--- src/scfr_pkg.sv ---
// shared types and constants for the sum checked frame receiver
// no dependencies; every other file except scfr_ram refers to this package by scoped names
`default_nettype none

package scfr_pkg;

   // frame store geometry
   localparam int FRAME_BYTES = 64;
   localparam int IDX_W       = $clog2(FRAME_BYTES);
   localparam int CNT_W       = $clog2(FRAME_BYTES + 1);

   // field widths
   localparam int BYTE_W   = 8;
   localparam int CTR_W    = 16;
   localparam int STATUS_W = 2;
   localparam int CSR_IDX_W = 1;

   // command queue
   localparam int QUEUE_DEPTH = 2;
   localparam int QUEUE_PTR_W = $clog2(QUEUE_DEPTH);
   localparam int QUEUE_CNT_W = $clog2(QUEUE_DEPTH + 1);

   // register indexes
   localparam logic [CSR_IDX_W-1:0] CSR_FIRST_HEADER  = 1'd0;
   localparam logic [CSR_IDX_W-1:0] CSR_SECOND_HEADER = 1'd1;

   // register reset values
   localparam logic [BYTE_W-1:0] FIRST_HEADER_RESET  = 8'hAA;
   localparam logic [BYTE_W-1:0] SECOND_HEADER_RESET = 8'h55;

   // result status codes
   localparam logic [STATUS_W-1:0] STATUS_FRAME    = 2'd0;
   localparam logic [STATUS_W-1:0] STATUS_LEN_ERR  = 2'd1;
   localparam logic [STATUS_W-1:0] STATUS_SUM_ERR  = 2'd2;

   typedef enum logic [2:0] {
      F_HEAD1,
      F_HEAD2,
      F_LEN,
      F_PAYLOAD,
      F_CHECK
   } front_state_type;

   typedef enum logic [1:0] {
      B_IDLE,
      B_READ,
      B_LOAD,
      B_ERROR
   } back_state_type;

   // one entry of work for the back part
   typedef struct packed {
      logic [STATUS_W-1:0] status;
      logic [CNT_W-1:0]    count;
      logic [CTR_W-1:0]    good;
      logic [CTR_W-1:0]    len_err;
      logic [CTR_W-1:0]    sum_err;
   } cmd_type;

   typedef struct packed {
      logic empty;
      logic full;
   } queue_status_type;

   typedef struct packed {
      logic              en;
      logic [IDX_W-1:0]  addr;
      logic [BYTE_W-1:0] data;
   } ram_write_type;

   typedef struct packed {
      logic             en;
      logic [IDX_W-1:0] addr;
   } ram_read_type;

endpackage

`default_nettype wire

--- src/scfr_if.sv ---
// channel interfaces for the receiver: received bytes, results, register writes
// depends on scfr_pkg
`default_nettype none

interface scfr_req_if;
   logic                        valid;
   logic                        ready;
   logic [scfr_pkg::BYTE_W-1:0] rx_byte;

   modport source (output valid, output rx_byte, input ready);
   modport sink (input valid, input rx_byte, output ready);
endinterface

interface scfr_rsp_if;
   logic                          valid;
   logic                          ready;
   logic [scfr_pkg::BYTE_W-1:0]   frame_byte;
   logic                          last_of_frame;
   logic [scfr_pkg::STATUS_W-1:0] status;
   logic [scfr_pkg::CTR_W-1:0]    good_frames;
   logic [scfr_pkg::CTR_W-1:0]    length_errors;
   logic [scfr_pkg::CTR_W-1:0]    checksum_errors;

   modport source (output valid, output frame_byte, output last_of_frame, output status,
                   output good_frames, output length_errors, output checksum_errors,
                   input ready);
   modport sink (input valid, input frame_byte, input last_of_frame, input status,
                 input good_frames, input length_errors, input checksum_errors,
                 output ready);
endinterface

interface scfr_csr_if;
   logic                           valid;
   logic                           ready;
   logic [scfr_pkg::CSR_IDX_W-1:0] index;
   logic [scfr_pkg::BYTE_W-1:0]    data;

   modport source (output valid, output index, output data, input ready);
   modport sink (input valid, input index, input data, output ready);
endinterface

`default_nettype wire

--- src/sum_checked_frame_receiver.sv ---
// result path: a checking byte's command is pushed into the queue and popped by the idle back part,
// then frame data passes the store read and load states, and an error status the error state only
// throughput: one received byte per cycle; a verified frame replays each byte through a read state
// then a load state on the frame store port; the length byte of a new frame waits until the
// previous frame has been replayed, and input stalls while the queue is full
// reset: synchronous, clears parser state, counters, queue and result valid; headers 0xAA/0x55
// top level: front parser, command queue, back replay unit and frame store ram
`default_nettype none

module sum_checked_frame_receiver (
   input  wire logic  clock,
   input  wire logic  reset,
   scfr_req_if.sink   req_chan,
   scfr_rsp_if.source rsp_chan,
   scfr_csr_if.sink   csr_chan
);

   scfr_pkg::queue_status_type  q_status;
   scfr_pkg::cmd_type           push_cmd;
   scfr_pkg::cmd_type           head;
   scfr_pkg::ram_write_type     ram_wr;
   scfr_pkg::ram_read_type      ram_rd;
   logic                        push;
   logic                        pop;
   logic                        back_busy;
   logic [scfr_pkg::BYTE_W-1:0] rd_data;

   scfr_front u_front (
      .clock     (clock),
      .reset     (reset),
      .req_chan  (req_chan),
      .csr_chan  (csr_chan),
      .q_status  (q_status),
      .back_busy (back_busy),
      .ram_wr    (ram_wr),
      .push      (push),
      .push_cmd  (push_cmd)
   );

   scfr_cmd_queue u_queue (
      .clock    (clock),
      .reset    (reset),
      .push     (push),
      .push_cmd (push_cmd),
      .pop      (pop),
      .head     (head),
      .status   (q_status)
   );

   scfr_ram #(
      .WIDTH (scfr_pkg::BYTE_W),
      .DEPTH (scfr_pkg::FRAME_BYTES)
   ) u_store (
      .clock   (clock),
      .wr_en   (ram_wr.en),
      .wr_addr (ram_wr.addr),
      .wr_data (ram_wr.data),
      .rd_en   (ram_rd.en),
      .rd_addr (ram_rd.addr),
      .rd_data (rd_data)
   );

   scfr_back u_back (
      .clock    (clock),
      .reset    (reset),
      .head     (head),
      .q_status (q_status),
      .pop      (pop),
      .busy     (back_busy),
      .ram_rd   (ram_rd),
      .rd_data  (rd_data),
      .rsp_chan (rsp_chan)
   );

   // the store is never filled while a frame is being replayed from it
   a_store_exclusive: assert property (@(posedge clock) disable iff (reset)
      ram_wr.en |-> (!back_busy && !ram_rd.en))
      else $error("frame store written during replay");

   // the front only pushes when the queue has room
   a_no_overflow: assert property (@(posedge clock) disable iff (reset)
      push |-> !q_status.full)
      else $error("command queue overflow");

   // error status results stand alone and carry a zero byte
   a_error_alone: assert property (@(posedge clock) disable iff (reset)
      (rsp_chan.valid && rsp_chan.status != scfr_pkg::STATUS_FRAME) |->
      (rsp_chan.last_of_frame && rsp_chan.frame_byte == '0))
      else $error("error result malformed");

   // a pop only happens on a non-empty queue from an idle back part
   a_pop_idle: assert property (@(posedge clock) disable iff (reset)
      pop |-> (!q_status.empty && !back_busy) ##1 back_busy)
      else $error("back part popped while busy");

endmodule

`default_nettype wire

--- src/scfr_ram.sv ---
// generic single write port, single read port ram with registered read
// no dependencies
`default_nettype none

module scfr_ram #(
   parameter int WIDTH = 8,
   parameter int DEPTH = 64
) (
   input  wire logic                     clock,
   input  wire logic                     wr_en,
   input  wire logic [$clog2(DEPTH)-1:0] wr_addr,
   input  wire logic [WIDTH-1:0]         wr_data,
   input  wire logic                     rd_en,
   input  wire logic [$clog2(DEPTH)-1:0] rd_addr,
   output logic      [WIDTH-1:0]         rd_data
);

   logic [WIDTH-1:0] mem_ff [DEPTH];
   logic [WIDTH-1:0] rd_data_ff;

   // write port
   always_ff @(posedge clock) begin
      if (wr_en) begin
         mem_ff[wr_addr] <= wr_data;
      end
   end

   // read port, data holds while no read is issued
   always_ff @(posedge clock) begin
      if (rd_en) begin
         rd_data_ff <= mem_ff[rd_addr];
      end
   end

   assign rd_data = rd_data_ff;

endmodule

`default_nettype wire

--- src/scfr_front.sv ---
// front part: header hunt, length check, payload store, checksum compare
// depends on scfr_pkg and scfr_if; writes the frame store and pushes commands
`default_nettype none

module scfr_front (
   input  wire logic                       clock,
   input  wire logic                       reset,
   scfr_req_if.sink                        req_chan,
   scfr_csr_if.sink                        csr_chan,
   input  wire scfr_pkg::queue_status_type q_status,
   input  wire logic                       back_busy,
   output scfr_pkg::ram_write_type         ram_wr,
   output logic                            push,
   output scfr_pkg::cmd_type               push_cmd
);

   scfr_pkg::front_state_type state_ff, state_in;
   logic [scfr_pkg::CNT_W-1:0]  idx_ff, idx_in;
   logic [scfr_pkg::IDX_W-1:0]  plen_ff, plen_in;
   logic [scfr_pkg::BYTE_W-1:0] sum_ff, sum_in;
   logic [scfr_pkg::CTR_W-1:0]  good_ff, good_in;
   logic [scfr_pkg::CTR_W-1:0]  lerr_ff, lerr_in;
   logic [scfr_pkg::CTR_W-1:0]  serr_ff, serr_in;
   logic [scfr_pkg::BYTE_W-1:0] first_hdr_ff;
   logic [scfr_pkg::BYTE_W-1:0] second_hdr_ff;

   logic                        accept;
   logic [scfr_pkg::BYTE_W-1:0] rx;
   logic                        len_bad;
   logic                        store_full;
   logic                        payload_done;

   // the length byte opens a new frame store fill, so wait until the back part
   // has finished reading the previous one
   assign req_chan.ready = !q_status.full &&
                           !(state_ff == scfr_pkg::F_LEN && (!q_status.empty || back_busy));
   assign accept = req_chan.valid && req_chan.ready;
   assign rx     = req_chan.rx_byte;

   assign len_bad      = (rx == '0) || ({1'b0, rx} >= (scfr_pkg::BYTE_W + 1)'(scfr_pkg::FRAME_BYTES));
   assign store_full   = idx_ff >= scfr_pkg::CNT_W'(scfr_pkg::FRAME_BYTES);
   assign payload_done = idx_ff >= scfr_pkg::CNT_W'(plen_ff);

   assign csr_chan.ready = 1'b1;

   // next state
   always_comb begin
      state_in = state_ff;
      if (accept) begin
         case (state_ff)
            scfr_pkg::F_HEAD1: begin
               if (rx == first_hdr_ff) begin
                  state_in = scfr_pkg::F_HEAD2;
               end
            end
            scfr_pkg::F_HEAD2: begin
               state_in = (rx == second_hdr_ff) ? scfr_pkg::F_LEN : scfr_pkg::F_HEAD1;
            end
            scfr_pkg::F_LEN: begin
               state_in = len_bad ? scfr_pkg::F_HEAD1 : scfr_pkg::F_PAYLOAD;
            end
            scfr_pkg::F_PAYLOAD: begin
               if (store_full) begin
                  state_in = scfr_pkg::F_HEAD1;
               end else if (payload_done) begin
                  state_in = scfr_pkg::F_CHECK;
               end
            end
            scfr_pkg::F_CHECK: begin
               state_in = scfr_pkg::F_HEAD1;
            end
            default: begin
               state_in = scfr_pkg::F_HEAD1;
            end
         endcase
      end
   end

   // datapath, store writes and command pushes
   always_comb begin
      idx_in   = idx_ff;
      plen_in  = plen_ff;
      sum_in   = sum_ff;
      good_in  = good_ff;
      lerr_in  = lerr_ff;
      serr_in  = serr_ff;
      ram_wr   = '0;
      push     = 1'b0;
      push_cmd = '0;
      if (accept) begin
         case (state_ff)
            scfr_pkg::F_HEAD1: begin
               if (rx == first_hdr_ff) begin
                  sum_in = rx;
               end
            end
            scfr_pkg::F_HEAD2: begin
               if (rx == second_hdr_ff) begin
                  sum_in = sum_ff + rx;
               end else begin
                  idx_in = '0;
               end
            end
            scfr_pkg::F_LEN: begin
               if (len_bad) begin
                  lerr_in         = lerr_ff + 1'b1;
                  idx_in          = '0;
                  push            = 1'b1;
                  push_cmd.status = scfr_pkg::STATUS_LEN_ERR;
               end else begin
                  ram_wr.en   = 1'b1;
                  ram_wr.addr = '0;
                  ram_wr.data = rx;
                  idx_in      = scfr_pkg::CNT_W'(1);
                  plen_in     = rx[scfr_pkg::IDX_W-1:0];
                  sum_in      = sum_ff + rx;
               end
            end
            scfr_pkg::F_PAYLOAD: begin
               if (store_full) begin
                  lerr_in         = lerr_ff + 1'b1;
                  idx_in          = '0;
                  push            = 1'b1;
                  push_cmd.status = scfr_pkg::STATUS_LEN_ERR;
               end else begin
                  ram_wr.en   = 1'b1;
                  ram_wr.addr = idx_ff[scfr_pkg::IDX_W-1:0];
                  ram_wr.data = rx;
                  idx_in      = idx_ff + 1'b1;
                  sum_in      = sum_ff + rx;
               end
            end
            scfr_pkg::F_CHECK: begin
               push   = 1'b1;
               idx_in = '0;
               if (rx == sum_ff) begin
                  good_in         = good_ff + 1'b1;
                  push_cmd.status = scfr_pkg::STATUS_FRAME;
                  push_cmd.count  = idx_ff;
               end else begin
                  serr_in         = serr_ff + 1'b1;
                  push_cmd.status = scfr_pkg::STATUS_SUM_ERR;
               end
            end
            default: begin
               idx_in = '0;
            end
         endcase
      end
      // counters as they stand after this byte
      push_cmd.good    = good_in;
      push_cmd.len_err = lerr_in;
      push_cmd.sum_err = serr_in;
   end

   // parser registers
   always_ff @(posedge clock) begin
      if (reset) begin
         state_ff <= scfr_pkg::F_HEAD1;
         idx_ff   <= '0;
         plen_ff  <= '0;
         sum_ff   <= '0;
         good_ff  <= '0;
         lerr_ff  <= '0;
         serr_ff  <= '0;
      end else begin
         state_ff <= state_in;
         idx_ff   <= idx_in;
         plen_ff  <= plen_in;
         sum_ff   <= sum_in;
         good_ff  <= good_in;
         lerr_ff  <= lerr_in;
         serr_ff  <= serr_in;
      end
   end

   // header registers
   always_ff @(posedge clock) begin
      if (reset) begin
         first_hdr_ff  <= scfr_pkg::FIRST_HEADER_RESET;
         second_hdr_ff <= scfr_pkg::SECOND_HEADER_RESET;
      end else if (csr_chan.valid) begin
         case (csr_chan.index)
            scfr_pkg::CSR_FIRST_HEADER: begin
               first_hdr_ff <= csr_chan.data;
            end
            scfr_pkg::CSR_SECOND_HEADER: begin
               second_hdr_ff <= csr_chan.data;
            end
            default: begin
            end
         endcase
      end
   end

endmodule

`default_nettype wire

--- src/scfr_cmd_queue.sv ---
// short command queue between the front and back parts
// depends on scfr_pkg
`default_nettype none

module scfr_cmd_queue (
   input  wire logic                   clock,
   input  wire logic                   reset,
   input  wire logic                   push,
   input  wire scfr_pkg::cmd_type      push_cmd,
   input  wire logic                   pop,
   output scfr_pkg::cmd_type           head,
   output scfr_pkg::queue_status_type  status
);

   scfr_pkg::cmd_type                  entry_ff [scfr_pkg::QUEUE_DEPTH];
   logic [scfr_pkg::QUEUE_PTR_W-1:0]   wr_ptr_ff, wr_ptr_in;
   logic [scfr_pkg::QUEUE_PTR_W-1:0]   rd_ptr_ff, rd_ptr_in;
   logic [scfr_pkg::QUEUE_CNT_W-1:0]   fill_ff, fill_in;
   logic                               do_push;
   logic                               do_pop;

   assign status.empty = (fill_ff == '0);
   assign status.full  = (fill_ff == scfr_pkg::QUEUE_CNT_W'(scfr_pkg::QUEUE_DEPTH));
   assign do_push      = push && !status.full;
   assign do_pop       = pop && !status.empty;
   assign head         = entry_ff[rd_ptr_ff];

   // pointer and fill arithmetic
   always_comb begin
      wr_ptr_in = wr_ptr_ff;
      rd_ptr_in = rd_ptr_ff;
      fill_in   = fill_ff;
      if (do_push) begin
         wr_ptr_in = (wr_ptr_ff == scfr_pkg::QUEUE_PTR_W'(scfr_pkg::QUEUE_DEPTH - 1)) ?
                     '0 : wr_ptr_ff + 1'b1;
      end
      if (do_pop) begin
         rd_ptr_in = (rd_ptr_ff == scfr_pkg::QUEUE_PTR_W'(scfr_pkg::QUEUE_DEPTH - 1)) ?
                     '0 : rd_ptr_ff + 1'b1;
      end
      if (do_push && !do_pop) begin
         fill_in = fill_ff + 1'b1;
      end else if (do_pop && !do_push) begin
         fill_in = fill_ff - 1'b1;
      end
   end

   always_ff @(posedge clock) begin
      if (reset) begin
         wr_ptr_ff <= '0;
         rd_ptr_ff <= '0;
         fill_ff   <= '0;
      end else begin
         wr_ptr_ff <= wr_ptr_in;
         rd_ptr_ff <= rd_ptr_in;
         fill_ff   <= fill_in;
      end
   end

   // entry storage
   always_ff @(posedge clock) begin
      if (do_push) begin
         entry_ff[wr_ptr_ff] <= push_cmd;
      end
   end

endmodule

`default_nettype wire

--- src/scfr_back.sv ---
// back part: replays a verified frame from the store or sends an error status
// depends on scfr_pkg and scfr_if; reads the frame store, drives the result register
`default_nettype none

module scfr_back (
   input  wire logic                        clock,
   input  wire logic                        reset,
   input  wire scfr_pkg::cmd_type           head,
   input  wire scfr_pkg::queue_status_type  q_status,
   output logic                             pop,
   output logic                             busy,
   output scfr_pkg::ram_read_type           ram_rd,
   input  wire logic [scfr_pkg::BYTE_W-1:0] rd_data,
   scfr_rsp_if.source                       rsp_chan
);

   scfr_pkg::back_state_type     state_ff, state_in;
   scfr_pkg::cmd_type            cmd_ff;
   logic [scfr_pkg::CNT_W-1:0]   idx_ff;

   logic                          rsp_valid_ff;
   logic [scfr_pkg::BYTE_W-1:0]   byte_ff;
   logic                          last_ff;
   logic [scfr_pkg::STATUS_W-1:0] status_ff;
   logic [scfr_pkg::CTR_W-1:0]    good_ff;
   logic [scfr_pkg::CTR_W-1:0]    lerr_ff;
   logic [scfr_pkg::CTR_W-1:0]    serr_ff;

   logic out_free;
   logic is_last;
   logic load_data;
   logic load_err;

   assign out_free = !rsp_valid_ff || rsp_chan.ready;
   assign is_last  = (scfr_pkg::CNT_W'(idx_ff + 1'b1) == cmd_ff.count);
   assign busy     = (state_ff != scfr_pkg::B_IDLE);

   // next state
   always_comb begin
      state_in = state_ff;
      case (state_ff)
         scfr_pkg::B_IDLE: begin
            if (!q_status.empty) begin
               state_in = (head.status == scfr_pkg::STATUS_FRAME) ?
                          scfr_pkg::B_READ : scfr_pkg::B_ERROR;
            end
         end
         scfr_pkg::B_READ: begin
            state_in = scfr_pkg::B_LOAD;
         end
         scfr_pkg::B_LOAD: begin
            if (out_free) begin
               state_in = is_last ? scfr_pkg::B_IDLE : scfr_pkg::B_READ;
            end
         end
         scfr_pkg::B_ERROR: begin
            if (out_free) begin
               state_in = scfr_pkg::B_IDLE;
            end
         end
         default: begin
            state_in = scfr_pkg::B_IDLE;
         end
      endcase
   end

   // outputs
   always_comb begin
      pop         = 1'b0;
      ram_rd.en   = 1'b0;
      ram_rd.addr = idx_ff[scfr_pkg::IDX_W-1:0];
      load_data   = 1'b0;
      load_err    = 1'b0;
      case (state_ff)
         scfr_pkg::B_IDLE: begin
            pop = !q_status.empty;
         end
         scfr_pkg::B_READ: begin
            ram_rd.en = 1'b1;
         end
         scfr_pkg::B_LOAD: begin
            load_data = out_free;
         end
         scfr_pkg::B_ERROR: begin
            load_err = out_free;
         end
         default: begin
         end
      endcase
   end

   always_ff @(posedge clock) begin
      if (reset) begin
         state_ff     <= scfr_pkg::B_IDLE;
         idx_ff       <= '0;
         rsp_valid_ff <= 1'b0;
      end else begin
         state_ff <= state_in;
         if (pop) begin
            idx_ff <= '0;
         end else if (load_data) begin
            idx_ff <= idx_ff + 1'b1;
         end
         if (load_data || load_err) begin
            rsp_valid_ff <= 1'b1;
         end else if (rsp_chan.ready) begin
            rsp_valid_ff <= 1'b0;
         end
      end
   end

   // command and result payload
   always_ff @(posedge clock) begin
      if (pop) begin
         cmd_ff <= head;
      end
      if (load_data) begin
         byte_ff   <= rd_data;
         last_ff   <= is_last;
         status_ff <= scfr_pkg::STATUS_FRAME;
      end else if (load_err) begin
         byte_ff   <= '0;
         last_ff   <= 1'b1;
         status_ff <= cmd_ff.status;
      end
      if (load_data || load_err) begin
         good_ff <= cmd_ff.good;
         lerr_ff <= cmd_ff.len_err;
         serr_ff <= cmd_ff.sum_err;
      end
   end

   assign rsp_chan.valid           = rsp_valid_ff;
   assign rsp_chan.frame_byte      = byte_ff;
   assign rsp_chan.last_of_frame   = last_ff;
   assign rsp_chan.status          = status_ff;
   assign rsp_chan.good_frames     = good_ff;
   assign rsp_chan.length_errors   = lerr_ff;
   assign rsp_chan.checksum_errors = serr_ff;

endmodule

`default_nettype wire
--- src/flat_wrapper.sv ---
// flat-port wrapper written by rule: the top's interface ports become plain ports
module sum_checked_frame_receiver_flat 
  (clock, reset, req_chan_valid, req_chan_rx_byte, req_chan_ready, rsp_chan_valid, rsp_chan_frame_byte, rsp_chan_last_of_frame, rsp_chan_status, rsp_chan_good_frames, rsp_chan_length_errors, rsp_chan_checksum_errors, rsp_chan_ready, csr_chan_valid, csr_chan_index, csr_chan_data, csr_chan_ready);
  scfr_req_if req_chan_i ();
  scfr_rsp_if rsp_chan_i ();
  scfr_csr_if csr_chan_i ();
  input  wire logic clock;
  input  wire logic reset;
  input wire logic [$bits(req_chan_i.valid)-1:0] req_chan_valid;
  input wire logic [$bits(req_chan_i.rx_byte)-1:0] req_chan_rx_byte;
  output wire logic [$bits(req_chan_i.ready)-1:0] req_chan_ready;
  output wire logic [$bits(rsp_chan_i.valid)-1:0] rsp_chan_valid;
  output wire logic [$bits(rsp_chan_i.frame_byte)-1:0] rsp_chan_frame_byte;
  output wire logic [$bits(rsp_chan_i.last_of_frame)-1:0] rsp_chan_last_of_frame;
  output wire logic [$bits(rsp_chan_i.status)-1:0] rsp_chan_status;
  output wire logic [$bits(rsp_chan_i.good_frames)-1:0] rsp_chan_good_frames;
  output wire logic [$bits(rsp_chan_i.length_errors)-1:0] rsp_chan_length_errors;
  output wire logic [$bits(rsp_chan_i.checksum_errors)-1:0] rsp_chan_checksum_errors;
  input wire logic [$bits(rsp_chan_i.ready)-1:0] rsp_chan_ready;
  input wire logic [$bits(csr_chan_i.valid)-1:0] csr_chan_valid;
  input wire logic [$bits(csr_chan_i.index)-1:0] csr_chan_index;
  input wire logic [$bits(csr_chan_i.data)-1:0] csr_chan_data;
  output wire logic [$bits(csr_chan_i.ready)-1:0] csr_chan_ready;
  assign req_chan_i.valid = req_chan_valid;
  assign req_chan_i.rx_byte = req_chan_rx_byte;
  assign req_chan_ready = req_chan_i.ready;
  assign rsp_chan_valid = rsp_chan_i.valid;
  assign rsp_chan_frame_byte = rsp_chan_i.frame_byte;
  assign rsp_chan_last_of_frame = rsp_chan_i.last_of_frame;
  assign rsp_chan_status = rsp_chan_i.status;
  assign rsp_chan_good_frames = rsp_chan_i.good_frames;
  assign rsp_chan_length_errors = rsp_chan_i.length_errors;
  assign rsp_chan_checksum_errors = rsp_chan_i.checksum_errors;
  assign rsp_chan_i.ready = rsp_chan_ready;
  assign csr_chan_i.valid = csr_chan_valid;
  assign csr_chan_i.index = csr_chan_index;
  assign csr_chan_i.data = csr_chan_data;
  assign csr_chan_ready = csr_chan_i.ready;
  sum_checked_frame_receiver u_core (.clock(clock), .reset(reset), .req_chan(req_chan_i), .rsp_chan(rsp_chan_i), .csr_chan(csr_chan_i));
endmodule
--- config.mk ---
export PLATFORM = sky130hd
export DESIGN_NAME = sum_checked_frame_receiver_flat
export DESIGN_NICKNAME = d
export VERILOG_FILES = /design/src/scfr_pkg.sv /design/src/scfr_if.sv /design/src/sum_checked_frame_receiver.sv /design/src/scfr_ram.sv /design/src/scfr_front.sv /design/src/scfr_cmd_queue.sv /design/src/scfr_back.sv /design/src/flat_wrapper.sv
export SDC_FILE = /design/constraint.sdc
export NUM_CORES = 1
export LEC_CHECK = 0
export ABC_AREA = 1
export BUFFER_PORTS_ARGS = -buffer_cell sky130_fd_sc_hd__buf_2
export CORE_ASPECT_RATIO = 1.4
export CORE_MARGIN = 10
export CORE_UTILIZATION = 56
export DETAILED_ROUTE_END_ITERATION = 7
export PLACE_DENSITY = 0.84
export SYNTH_ARGS = -nofsm -noshare
export SYNTH_HDL_FRONTEND = slang
export SYNTH_SLANG_ARGS = --single-unit
--- constraint.sdc ---
create_clock -name clock -period 4.35 [get_ports clock]
set_clock_uncertainty 0.05 [all_clocks]
set_input_delay 0.2175 -clock clock [delete_from_list [all_inputs] [get_ports clock]]
set_output_delay 0.2175 -clock clock [all_outputs]
set_load 0.01 [all_outputs]
## After elaboration in Yosys (flattened, before gate mapping)

Memory sizes are Yosys's and may differ from the RTL's. A register that Yosys moved wholly into a read port is not among the register bits.
Index checks and enable logic that the tools add are counted.

| storage, ports and cells | value |
|---|---|
| word-level logic and storage cells | 166 |
| memories | 2 |
| bits in read-only memories | 0 |
| input port bits | 22 |
| flip-flop bits (word level) | 218 |
| latch bits | 0 |
| RAM bits | 626 |

Memory list:

| name | words | width | rd ports | clocked after Yosys merged registers in | wr ports | RTL line | source |
|---|---|---|---|---|---|---|---|
| u_core.u_store.mem_ff | 64 | 8 | 1 | 1 | 1 | scfr_ram.sv:18 | `logic [WIDTH-1:0] mem_ff [DEPTH];` |
| u_core.u_queue.entry_ff | 2 | 57 | 1 | 1 | 1 | scfr_cmd_queue.sv:15 | `scfr_pkg::cmd_type entry_ff [scfr_pkg::QUEUE_DEPTH];` |

| operators by class | value |
|---|---|
| div/mod/pow operators | 0 |
| $lt $le $gt $ge | 3 |
| eq/ne operators | 21 |
| bitwise operators | 3 |
| reductions and logical operators | 35 |
| multiplexer cells | 66 |
| $mul | 0 |
| shifts and indexed selects | 0 |
| $add $sub $neg | 10 |

Operators with widths:

| cell | count |
|---|---|
| two-way mux 16 bit | 9 |
| adder 16 x 1 -> 16 bit (second input constant) | 3 |
| two-way mux 8 bit | 6 |
| two-way mux 15 bit | 3 |
| case mux 16 bit (2 select lines) | 1 |
| case mux 8 bit (4 select lines) | 1 |
| case mux 15 bit (2 select lines) | 1 |
| two-way mux 7 bit | 4 |
| case mux 7 bit (4 select lines) | 1 |
| == test 8 bit | 3 |
| two-way mux 1 bit | 23 |
| two-way mux 2 bit | 9 |
| inequality test 2 bit (second input constant) | 8 |
| adder 7 x 1 -> 7 bit (second input constant) | 2 |
| case mux 3 bit (4 select lines) | 1 |
| AND reduction 3 bit | 4 |
| two-way mux 3 bit | 3 |
| two-way mux 9 bit | 1 |
| adder 8 bit | 1 |
| greater-or-equal comparator 8 x 7 -> 1 bit (second input constant) | 1 |
| zero test 8 bit | 1 |
| case mux 2 bit (4 select lines) | 1 |
| nonzero test 2 bit | 4 |
| == test 7 bit | 1 |
| 23 further kinds | 46 |

## Depth between registers and ports, before layout

Gate-level depths: netlist (run 1).

| logic depth | value |
|---|---|
| depth after elaboration | 13 |
| depth in mapped cells | 14 |

## Hierarchy

A second synthesis (run 1) with hierarchy kept.

| second synthesis, totals | value |
|---|---|
| cell total of the unflattened synthesis | 3124 |
| area, all modules | 35582.9 µm² |

By module, submodules not included:

| module | area each (µm²) | cells an instance | sequential area each (µm²) | times used |
|---|---|---|---|---|
| scfr_ram | 21419.3 | 1805 | 15615.0 | 1 |
| scfr_front | 5377.7 | 843 | 1761.7 | 1 |
| scfr_cmd_queue | 4479.3 | 214 | 3523.4 | 1 |
| scfr_back | 4306.6 | 262 | 3663.5 | 1 |

## Worst setup path before layout (run 1)

OpenSTA, ideal clock, no wires.

| path | value |
|---|---|
| kind | flip-flop to flip-flop |
| start | register u_core.u_back.state_ff[1] |
| end | register u_core.u_queue.fill_ff[1] (netlist bit) |
| cell stages (with the launch flop) | 10 |
| data required time | 4.178 ns |
| setup slack | -0.244 ns |
| data arrival time | 4.422 ns |
| buffers on the path | 0 |
| cells stage by stage | dfxtp_1 nor2_1 inv_1 a21oi_1 inv_1 ha_1 a21oi_1 o21ai_0 o21ai_0 a21oi_1 |

| on the way | value |
|---|---|
| elaborated cells on any way between the ends | 17 |
| classes of those cells | mux (3); reduce/logical (14) |

RTL lines:

| element | RTL line | source |
|---|---|---|
| start, declared | scfr_back.sv:17 | `scfr_pkg::back_state_type state_ff, state_in;` |
| start signal, assigned | scfr_back.sv:94 | `state_ff <= scfr_pkg::B_IDLE;` |
| start signal, assigned | scfr_back.sv:98 | `state_ff <= state_in;` |
| zero test 2 bit (*) | scfr_back.sv:74 | `case (state_ff)` |
| two-way mux 1 bit (*) | scfr_back.sv:74 |  |
| via u_core.pop | sum_checked_frame_receiver.sv:24 | `logic pop;` |
| logical AND 1 bit (*) | scfr_cmd_queue.sv:25 | `assign do_pop = pop && !status.empty;` |
| zero test 1 bit | scfr_cmd_queue.sv:41 | `if (do_push && !do_pop) begin` |
| logical AND 1 bit | scfr_cmd_queue.sv:41 |  |
| two-way mux 2 bit or nonzero test 2 bit (tied branches) | - |  |
| end signal, assigned | scfr_cmd_queue.sv:56 | `fill_ff <= fill_in;` |
| end, declared | scfr_cmd_queue.sv:18 | `logic [scfr_pkg::QUEUE_CNT_W-1:0] fill_ff, fill_in;` |

The timed path passes the listed nets; every way through them passes the cells marked *.
A chain may end at the register's enable or synchronous reset.

## Final worst setup path (run 1)

| path | value |
|---|---|
| start | register u_core.u_front.state_ff[1] |
| end | memory u_core.u_store.mem_ff[16][1], enable pin |

| on the way | value |
|---|---|
| word-level cells in the longest chain between the ends | 8 |
| elaborated cells on any way between the ends | 10 |
| classes of those cells | eq/ne (2); mux (4); reduce/logical (4) |

RTL lines:

| element | RTL line | source |
|---|---|---|
| start, declared | scfr_front.sv:17 | `scfr_pkg::front_state_type state_ff, state_in;` |
| start signal, assigned | scfr_front.sv:159 | `state_ff <= scfr_pkg::F_HEAD1;` |
| start signal, assigned | scfr_front.sv:167 | `state_ff <= state_in;` |
| == test 3 x 2 -> 1 bit | scfr_front.sv:36, scfr_front.sv:91 |  |
| logical AND 1 bit | scfr_front.sv:36 | `!(state_ff == scfr_pkg::F_LEN && (!q_status.empty \|\| back_busy));` |
| zero test 1 bit | scfr_front.sv:36 |  |
| logical AND 1 bit | scfr_front.sv:35 | `assign req_chan.ready = !q_status.full &&` |
| logical AND 1 bit | scfr_front.sv:37 | `assign accept = req_chan.valid && req_chan.ready;` |
| two-way mux 15 bit (*) | scfr_front.sv:90 | `if (accept) begin` |
| two-way mux 1 bit | scfr_ram.sv:23 | `if (wr_en) begin` |
| two-way mux 1 bit (implied by the code) | scfr_ram.sv:24 | `mem_ff[wr_addr] <= wr_data;` |
| end, declared | scfr_ram.sv:18 |  |

Every way passes the cells marked *; elsewhere a longest branch is shown, timed or not.

==> results of run 1 <==
## cell usage in the layout, fill, tap and decap left out, types with 22 or more instances in the layout
| cell type | netlist | final |
|---|---|---|
| a21oi_1 | 53 | 52 |
| buf_2 | 23 | 82 |
| buf_4 | 5 | 35 |
| clkbuf_16 | 0 | 71 |
| dfxtp_1 | 105 | 101 |
| edfxtp_1 | 748 | 748 |
| inv_1 | 143 | 141 |
| mux2_2 | 57 | 57 |
| nand2_1 | 476 | 476 |
| nand3_1 | 108 | 108 |
| nand4_1 | 22 | 22 |
| nor2_1 | 472 | 461 |
| o21ai_0 | 311 | 311 |
| o22ai_1 | 129 | 129 |
## power by group
| group | internal [W] | total [W] | switching (W) |
|---|---|---|---|
| Sequential | 0.00943 | 0.00976 | 0.000330 |
| Clock | 0.00355 | 0.00644 | 0.00290 |
| Combinational | 0.00128 | 0.00435 | 0.00307 |
| Total | 0.0143 | 0.0206 | 0.00629 |
## per-layer routing
| layer | track usage, % | vias to the layer above | wire, microns |
|---|---|---|---|
| met5 | 0 | - | 14 |
| met4 | 13.0 | 2 | 4970 |
| met3 | 3.56 | 336 | 7450 |
| met2 | 40.4 | 1474 | 43300 |
| met1 | 25.4 | 11062 | 28400 |
| li1 | - | 10370 | - |
## tightest hold or removal path, stage by stage
cell and delay, ns:
buf_2 0.14, inv_1 0.17, a21oi_1 0.09
## area by class of cell
type / count / share of cell area (%)
clock buffer: 87 / 4.95
clock inverter: 40 / 1.17
inverter: 156 / 1.55
multi-input combinational: 1767 / 22.9
sequential: 853 / 64.4
tap: 817 / 2.68
timing repair buffer: 135 / 2.32
## cells by family (layout without fill, tap and decap cells)
kind of cell / after synthesis / after routing / synth area share [%]
and+or+nand+nor: 1130 / 1130 / 13.4
DFF: 853 / 853 / 71.5
AOI/OAI and AO/OA: 521 / 521 / 8.16
buffers and inverters: 294 / 418 / 3.37
muxes: 57 / 57 / 1.87
xor gates and xnor gates: 37 / 37 / 0.943
adders and majority gates: 21 / 21 / 0.786
other: 1 / 1 / 0.0109
## cell usage after synthesis (all sizes together), types with 6 or more instances
master,instances,share of area [%]
nor3,22,0.40
xor2,18,0.46
edfxtp,748,65
nor2,474,5.2
nand3b,6,0.13
mux2,57,1.9
inv,153,1.7
ha,20,0.73
o21ai,325,4.7
buf,40,0.60
nand3,113,1.7
dfxtp,105,6.1
clkbuf,98,1.1
a21oi,53,0.77
or2,7,0.13
nand4,23,0.44
o22ai,129,2.3
xnor2,19,0.48
nand2,478,5.2
## state kept, by name (all words and copies together), names as in the netlist, 2 cells and up, named ones only
signal	count
u_core.u_front.lerr_ff	16
u_core.u_queue.entry_ff	114
u_core.u_back.rsp_chan.good_frames	16
u_core.u_front.sum_ff	8
u_core.u_store.rd_data	8
u_core.u_front.second_hdr_ff	8
u_core.u_front.state_ff	3
u_core.u_back.idx_ff	7
u_core.u_queue.fill_ff	2
u_core.u_back.rsp_chan.frame_byte	8
u_core.u_front.plen_ff	6
u_core.u_back.cmd_ff	57
u_core.u_back.state_ff	2
u_core.u_front.first_hdr_ff	8
u_core.u_front.good_ff	16
u_core.u_store.mem_ff	512
u_core.u_back.rsp_chan.status	2
u_core.u_back.rsp_chan.checksum_errors	16
u_core.u_back.rsp_chan.length_errors	16
u_core.u_front.idx_ff	7
u_core.u_front.serr_ff	16
## what timing repair did
item | 4_1_cts | 5_1_grt
hold buffers | 15 | 0
endpoints found under the hold margin | 34 | 0
setup buffers | 0 | 0
## path summary, 6_finish.rpt
path                                           start                                               to  cells past startpoint  slack (ns)
min reg2reg       u_core.u_back.cmd_ff[38]$_DFFE_PP_  u_core.u_back.rsp_chan.good_frames[6]$_DFFE_PP_                      0        0.37
max reg2reg  u_core.u_front.state_ff[1]$_SDFFE_PP0P_           u_core.u_store.mem_ff[16][1]$_DFFE_PP_                      7        0.81
max          u_core.u_front.state_ff[1]$_SDFFE_PP0P_           u_core.u_store.mem_ff[16][1]$_DFFE_PP_                      7        0.81
min                              req_chan_rx_byte[2]           u_core.u_front.plen_ff[2]$_SDFFE_PP0P_                      3        0.01
## through the flow
stage	setup WS, ns	power, W	utilization [%]	hold slack [ns]	area (sq um)
after floorplan	0.182	0.0127	-	0.281	34400
after global placement	1.02	0.0140	58.7	0.351	35700
after detailed placement	0.902	0.0141	58.7	0.355	35700
after CTS	0.890	0.0205	62.8	0.00327	38200
after global routing	0.553	0.0213	62.8	0.0211	38200
final	0.813	0.0206	62.8	0.0115	38200
==> results.cfg, run 1 <==
[synth]
ys_seq_elements = 853
syn_avg_cell_area_sq_um = 11.8
synth_cells = 2914
synth-edff-count = 748
synthArstFlopShare_pct = 0
yosysWarnings = 0
synth_flop_cell = edfxtp_1
ys_seq_area_share_pct = 71.5
synth_area_sq_mm = 0.0344
syn_nets = 2957
synth_cell_types = 47

[drt]
via_per_inst = 6.03
drt_iter0_markers = 3085
wire_per_inst_microns = 21.8
drt_pass1_iterations = 8
drt_wl_total_microns = 84200
ant_nets = 0
drc = 0
vias = 23244

[cells_and_area]
stdcell_count = 3855
nFillCells = 4294
regArea_sq_mm = 0.0246
final_net_count = 3026
syn_to_final_growth_pct = 11.0
drive_gt1_share_pct = 11.0
antenna_cells = 0
multi_input_area_sq_mm = 0.00875

[cts]
cts_root_buf = clkbuf_16
cts_resized = 0
htreeDepth = 3
insertion_delay_ns = 0.62
clk_pin_slew_ns = 0.07
tritoncts = yes
cts.sinks = 853
cts_inserted_buffers = 70
clk_path_buf_depth = 3

[sta]
period_share_pct = 81.3
min_period_ns = 3.54
final_max_slew_viol_count = 0
hold_violations = 0
final-setup-viol-count = 0
relSlewSlack_pct = 17.4
setup_tns_ns = 0
fmax_mhz = 283
rsz0062_at_grt = no
worst_pin_slew_ns = 1.23

[worst_setup_path]
critPathSlowestCell = nor2_1
cp.arrival_ns = 3.72
required_ns = 4.53
path_cells = inv_2 > nor3_2 > nand3_1 > nand2_1 > nand2_1 > nand3b_1 > nor2_1
cp-end-kind = register
cp_common_cell = nand2_1
worst-path-buf-inv = 1
cpLargestDelayFamily = simple AND/OR/NAND/NOR gates
cp_max_fo = 8
start_kind = register
path_class = reg2reg
crit_path_max_incr_delay_ns = 0.75

[floorplan]
placementRows = 107
die_width_microns = 229
die_area_sq_mm = 0.0718
core_area_sq_mm = 0.0608
ios = 84
fp.dieH_microns = 313
initial_core_util_pct = 56.6

[placed_design]
portBuffers = 82
dpl.cell_count = 3713
gp_congestion = 0.957
dpl.hpwl_microns = 51500

[global_routing]
grt_max_degree = 225
grt_pass1_vias = 22737
antenna_found_initial = 1
grt_usage_pct = 22.7
grt_pass1_wl_microns = 127000
grt_overflow = 0

[job]
max_cap_violations = 0

[power_and_ir_drop]
p_leak_nw = 14.5
power_density_mw_per_mm2 = 539
irDropWorstVdd_uv = 462

[hold_path]
worstHoldPathType = in2reg

[outcome]
status = finished clean
(Power assumes the default switching activity.)
==> run 2, diff against run 1 <==
clock period = 2.9 ns   (was 4.35 ns; I/O delays follow)
==> run 2 against run 1 <==
Net effect: maximum frequency up 30%; die area unchanged; via count up 0.19%; flip-flop and latch count unchanged; worst setup slack worse by 0.64 ns; first-iteration DRC count down 10%; count of clock-buffer cells in the layout up 6; non-clock buffer count up 104; cell count up 2.8%; sequential power up 49%; hold slack better by 0.024 ns.
==> results.cfg, run 2 (synthesis results as in run 1) <==
[cts]
clk_pin_slew_ns = 0.06
clk_path_buf_depth = 3
cts_inserted_buffers = 72
insertion_delay_ns = 0.64
cts.sinks = 853
cts_root_buf = clkbuf_16
post_cts_buffers = 0
tritoncts = yes
htreeDepth = 3

[worst_setup_path]
cp-end-kind = register
cp_max_fo = 7
rr_endpoint = u_core.u_queue.entry_ff[0][41]$_DFFE_PP_
rrSetupSlack_ns = 0.18
cpLargestDelayFamily = simple AND/OR/NAND/NOR gates
cp.arrival_ns = 3.07
required_ns = 3.24
worst-path-buf-inv = 1
critPathSlowestCell = nor2_2
path_cells = ha_1 > nor3_1 > nand3_1 > nor2_2 > nand2_1 > nor2_1 > xnor2_1 > inv_1
worstReg2RegStart = u_core.u_front.sum_ff[2]$_SDFFE_PP0P_
crit_path_max_incr_delay_ns = 0.44
path_class = reg2reg
rr_worst_depth = 8
start_kind = register

[sta]
min_period_ns = 2.72
period_share_pct = 93.9
final-setup-viol-count = 0
hold_violations = 0
rsz0062_at_grt = no
finalHoldWorstSlack_ns = 0.0356
final_max_slew_viol_count = 0
fmax_mhz = 367
worst_pin_slew_ns = 0.973
relSlewSlack_pct = 34.9
setup_tns_ns = 0

[drt]
drt_iter0_markers = 2774
via_per_inst = 5.88
drc = 0
wire_per_inst_microns = 21.3
drt_pass1_iterations = 6
vias = 23288
ant_nets = 0
drt_wl_total_microns = 84500

[global_routing]
antenna_found_initial = 0
met3_usage_pct = 4.44
busiest_layer = met2
grt_pass1_wl_microns = 130000
grt_overflow = 0
grt.met2_usage_pct = 41.4
use_met1_pct = 24.8
grt_pass1_vias = 23364
grt_usage_pct = 23.2
grt_max_degree = 137

[power_and_ir_drop]
irDropWorstVdd_uv = 739
p_leak_nw = 15.1
power_density_mw_per_mm2 = 793
power_w = 0.0311

[placed_design]
portBuffers = 82
dpl.hpwl_microns = 51200
dpl.cell_count = 3804
gp_congestion = 0.875

[floorplan]
ios = 84
initial_core_util_pct = 56.6
die_area_sq_mm = 0.0718
core_area_sq_mm = 0.0608
placementRows = 107
die_width_microns = 229
fp.dieH_microns = 313

[outcome]
status = finished clean

[cells_and_area]
layout_common_cells = 748 x edfxtp_1, 476 x nand2_1, 460 x nor2_1
syn_to_final_growth_pct = 14.2
final_core_util_pct = 64.6
stdcell_count = 3963
antenna_cells = 0
final_common_cell = edfxtp_1
largest_reg_flops = 512
final_net_count = 3132
largest_registers = u_core.u_store.mem_ff x512, u_core.u_queue.entry_ff x114, u_core.u_back.cmd_ff x57
top_register = u_core.u_store.mem_ff
drive_gt1_share_pct = 13.3
nFillCells = 4150

[hold_path]
hold_start = csr_chan_valid
worstHoldPathType = in2reg
min_to = u_core.u_front.second_hdr_ff[1]$_SDFFE_PP0P_
hold_depth = 4

[job]
max_cap_violations = 0
==> run 2: cell type report <==
| type | instances | area (sq um) | share of cell area [%] |
|---|---|---|---|
| inverter | 156 | 591 | 1.50 |
| clock inverter | 38 | 467 | 1.19 |
| tap | 817 | 1020 | 2.60 |
| timing repair buffer | 239 | 1930 | 4.93 |
| clock buffer | 93 | 1910 | 4.87 |
| multi-input combinational | 1767 | 8760 | 22.3 |
| sequential | 853 | 24600 | 62.6 |
==> run 2: worst max-delay path by stage <==
stage                                       startpoint                                       end  slack [ns]  depth (start not counted)
2_1_floorplan   u_core.u_back.state_ff[1]$_SDFFE_PP0P_    u_core.u_queue.fill_ff[1]$_SDFFE_PP0P_       -0.31                          9
3_3_place_gp   u_core.u_front.state_ff[1]$_SDFFE_PP0P_    u_core.u_queue.fill_ff[1]$_SDFFE_PP0P_        0.27                         13
3_5_place_dp   u_core.u_front.state_ff[1]$_SDFFE_PP0P_    u_core.u_queue.fill_ff[1]$_SDFFE_PP0P_        0.22                         13
4_1_cts        u_core.u_front.state_ff[0]$_SDFFE_PP0P_    u_core.u_store.mem_ff[57][6]$_DFFE_PP_        0.19                         11
5_1_grt        u_core.u_front.state_ff[1]$_SDFFE_PP0P_    u_core.u_queue.fill_ff[1]$_SDFFE_PP0P_        0.05                         13
6_report         u_core.u_front.sum_ff[2]$_SDFFE_PP0P_  u_core.u_queue.entry_ff[0][41]$_DFFE_PP_        0.18                          8
==> run 2: through the flow <==
| step | setup slack (ns) | instance area (sq um) |
|---|---|---|
| after floorplan | -0.310 | 34400 |
| after global placement | 0.272 | 36600 |
| after detailed placement | 0.219 | 36600 |
| after CTS | 0.186 | 39200 |
| after global routing | 0.0463 | 39300 |
| final | 0.177 | 39300 |
==> run 2: power breakdown <==
group          internal [W]  total, W  switching (W)
Clock               0.00536   0.00975        0.00440
Combinational       0.00213   0.00686        0.00473
Sequential           0.0141    0.0145       0.000378
Total                0.0216    0.0311        0.00950
==> run 2: layer usage <==
metal / up-vias / routed length, microns / share of wire, %
met5: - / 0 / 0
met2: 1174 / 44200 / 52
li1: 10614 / - / -
met1: 11197 / 28500 / 34
met3: 303 / 6500 / 7.7
met4: 0 / 5280 / 6.3
==> run 2: what timing repair did <==
| item | 4_1_cts | 5_1_grt |
|---|---|---|
| hold endpoints to repair | 45 | 0 |
| endpoints found under the setup margin | 0 | 40 |
| hold buffers | 28 | 0 |
| resized for setup | 0 | 2 |
==> run 2: worst register-to-register path: stages (launching register included) <==
cell	delay [ns]
dfxtp_1	0.32
ha_1	0.36
nor3_1	0.27
nand3_1	0.37
nor2_2	0.44
nand2_1	0.14
nor2_1	0.27
xnor2_1	0.18
inv_1	0.08
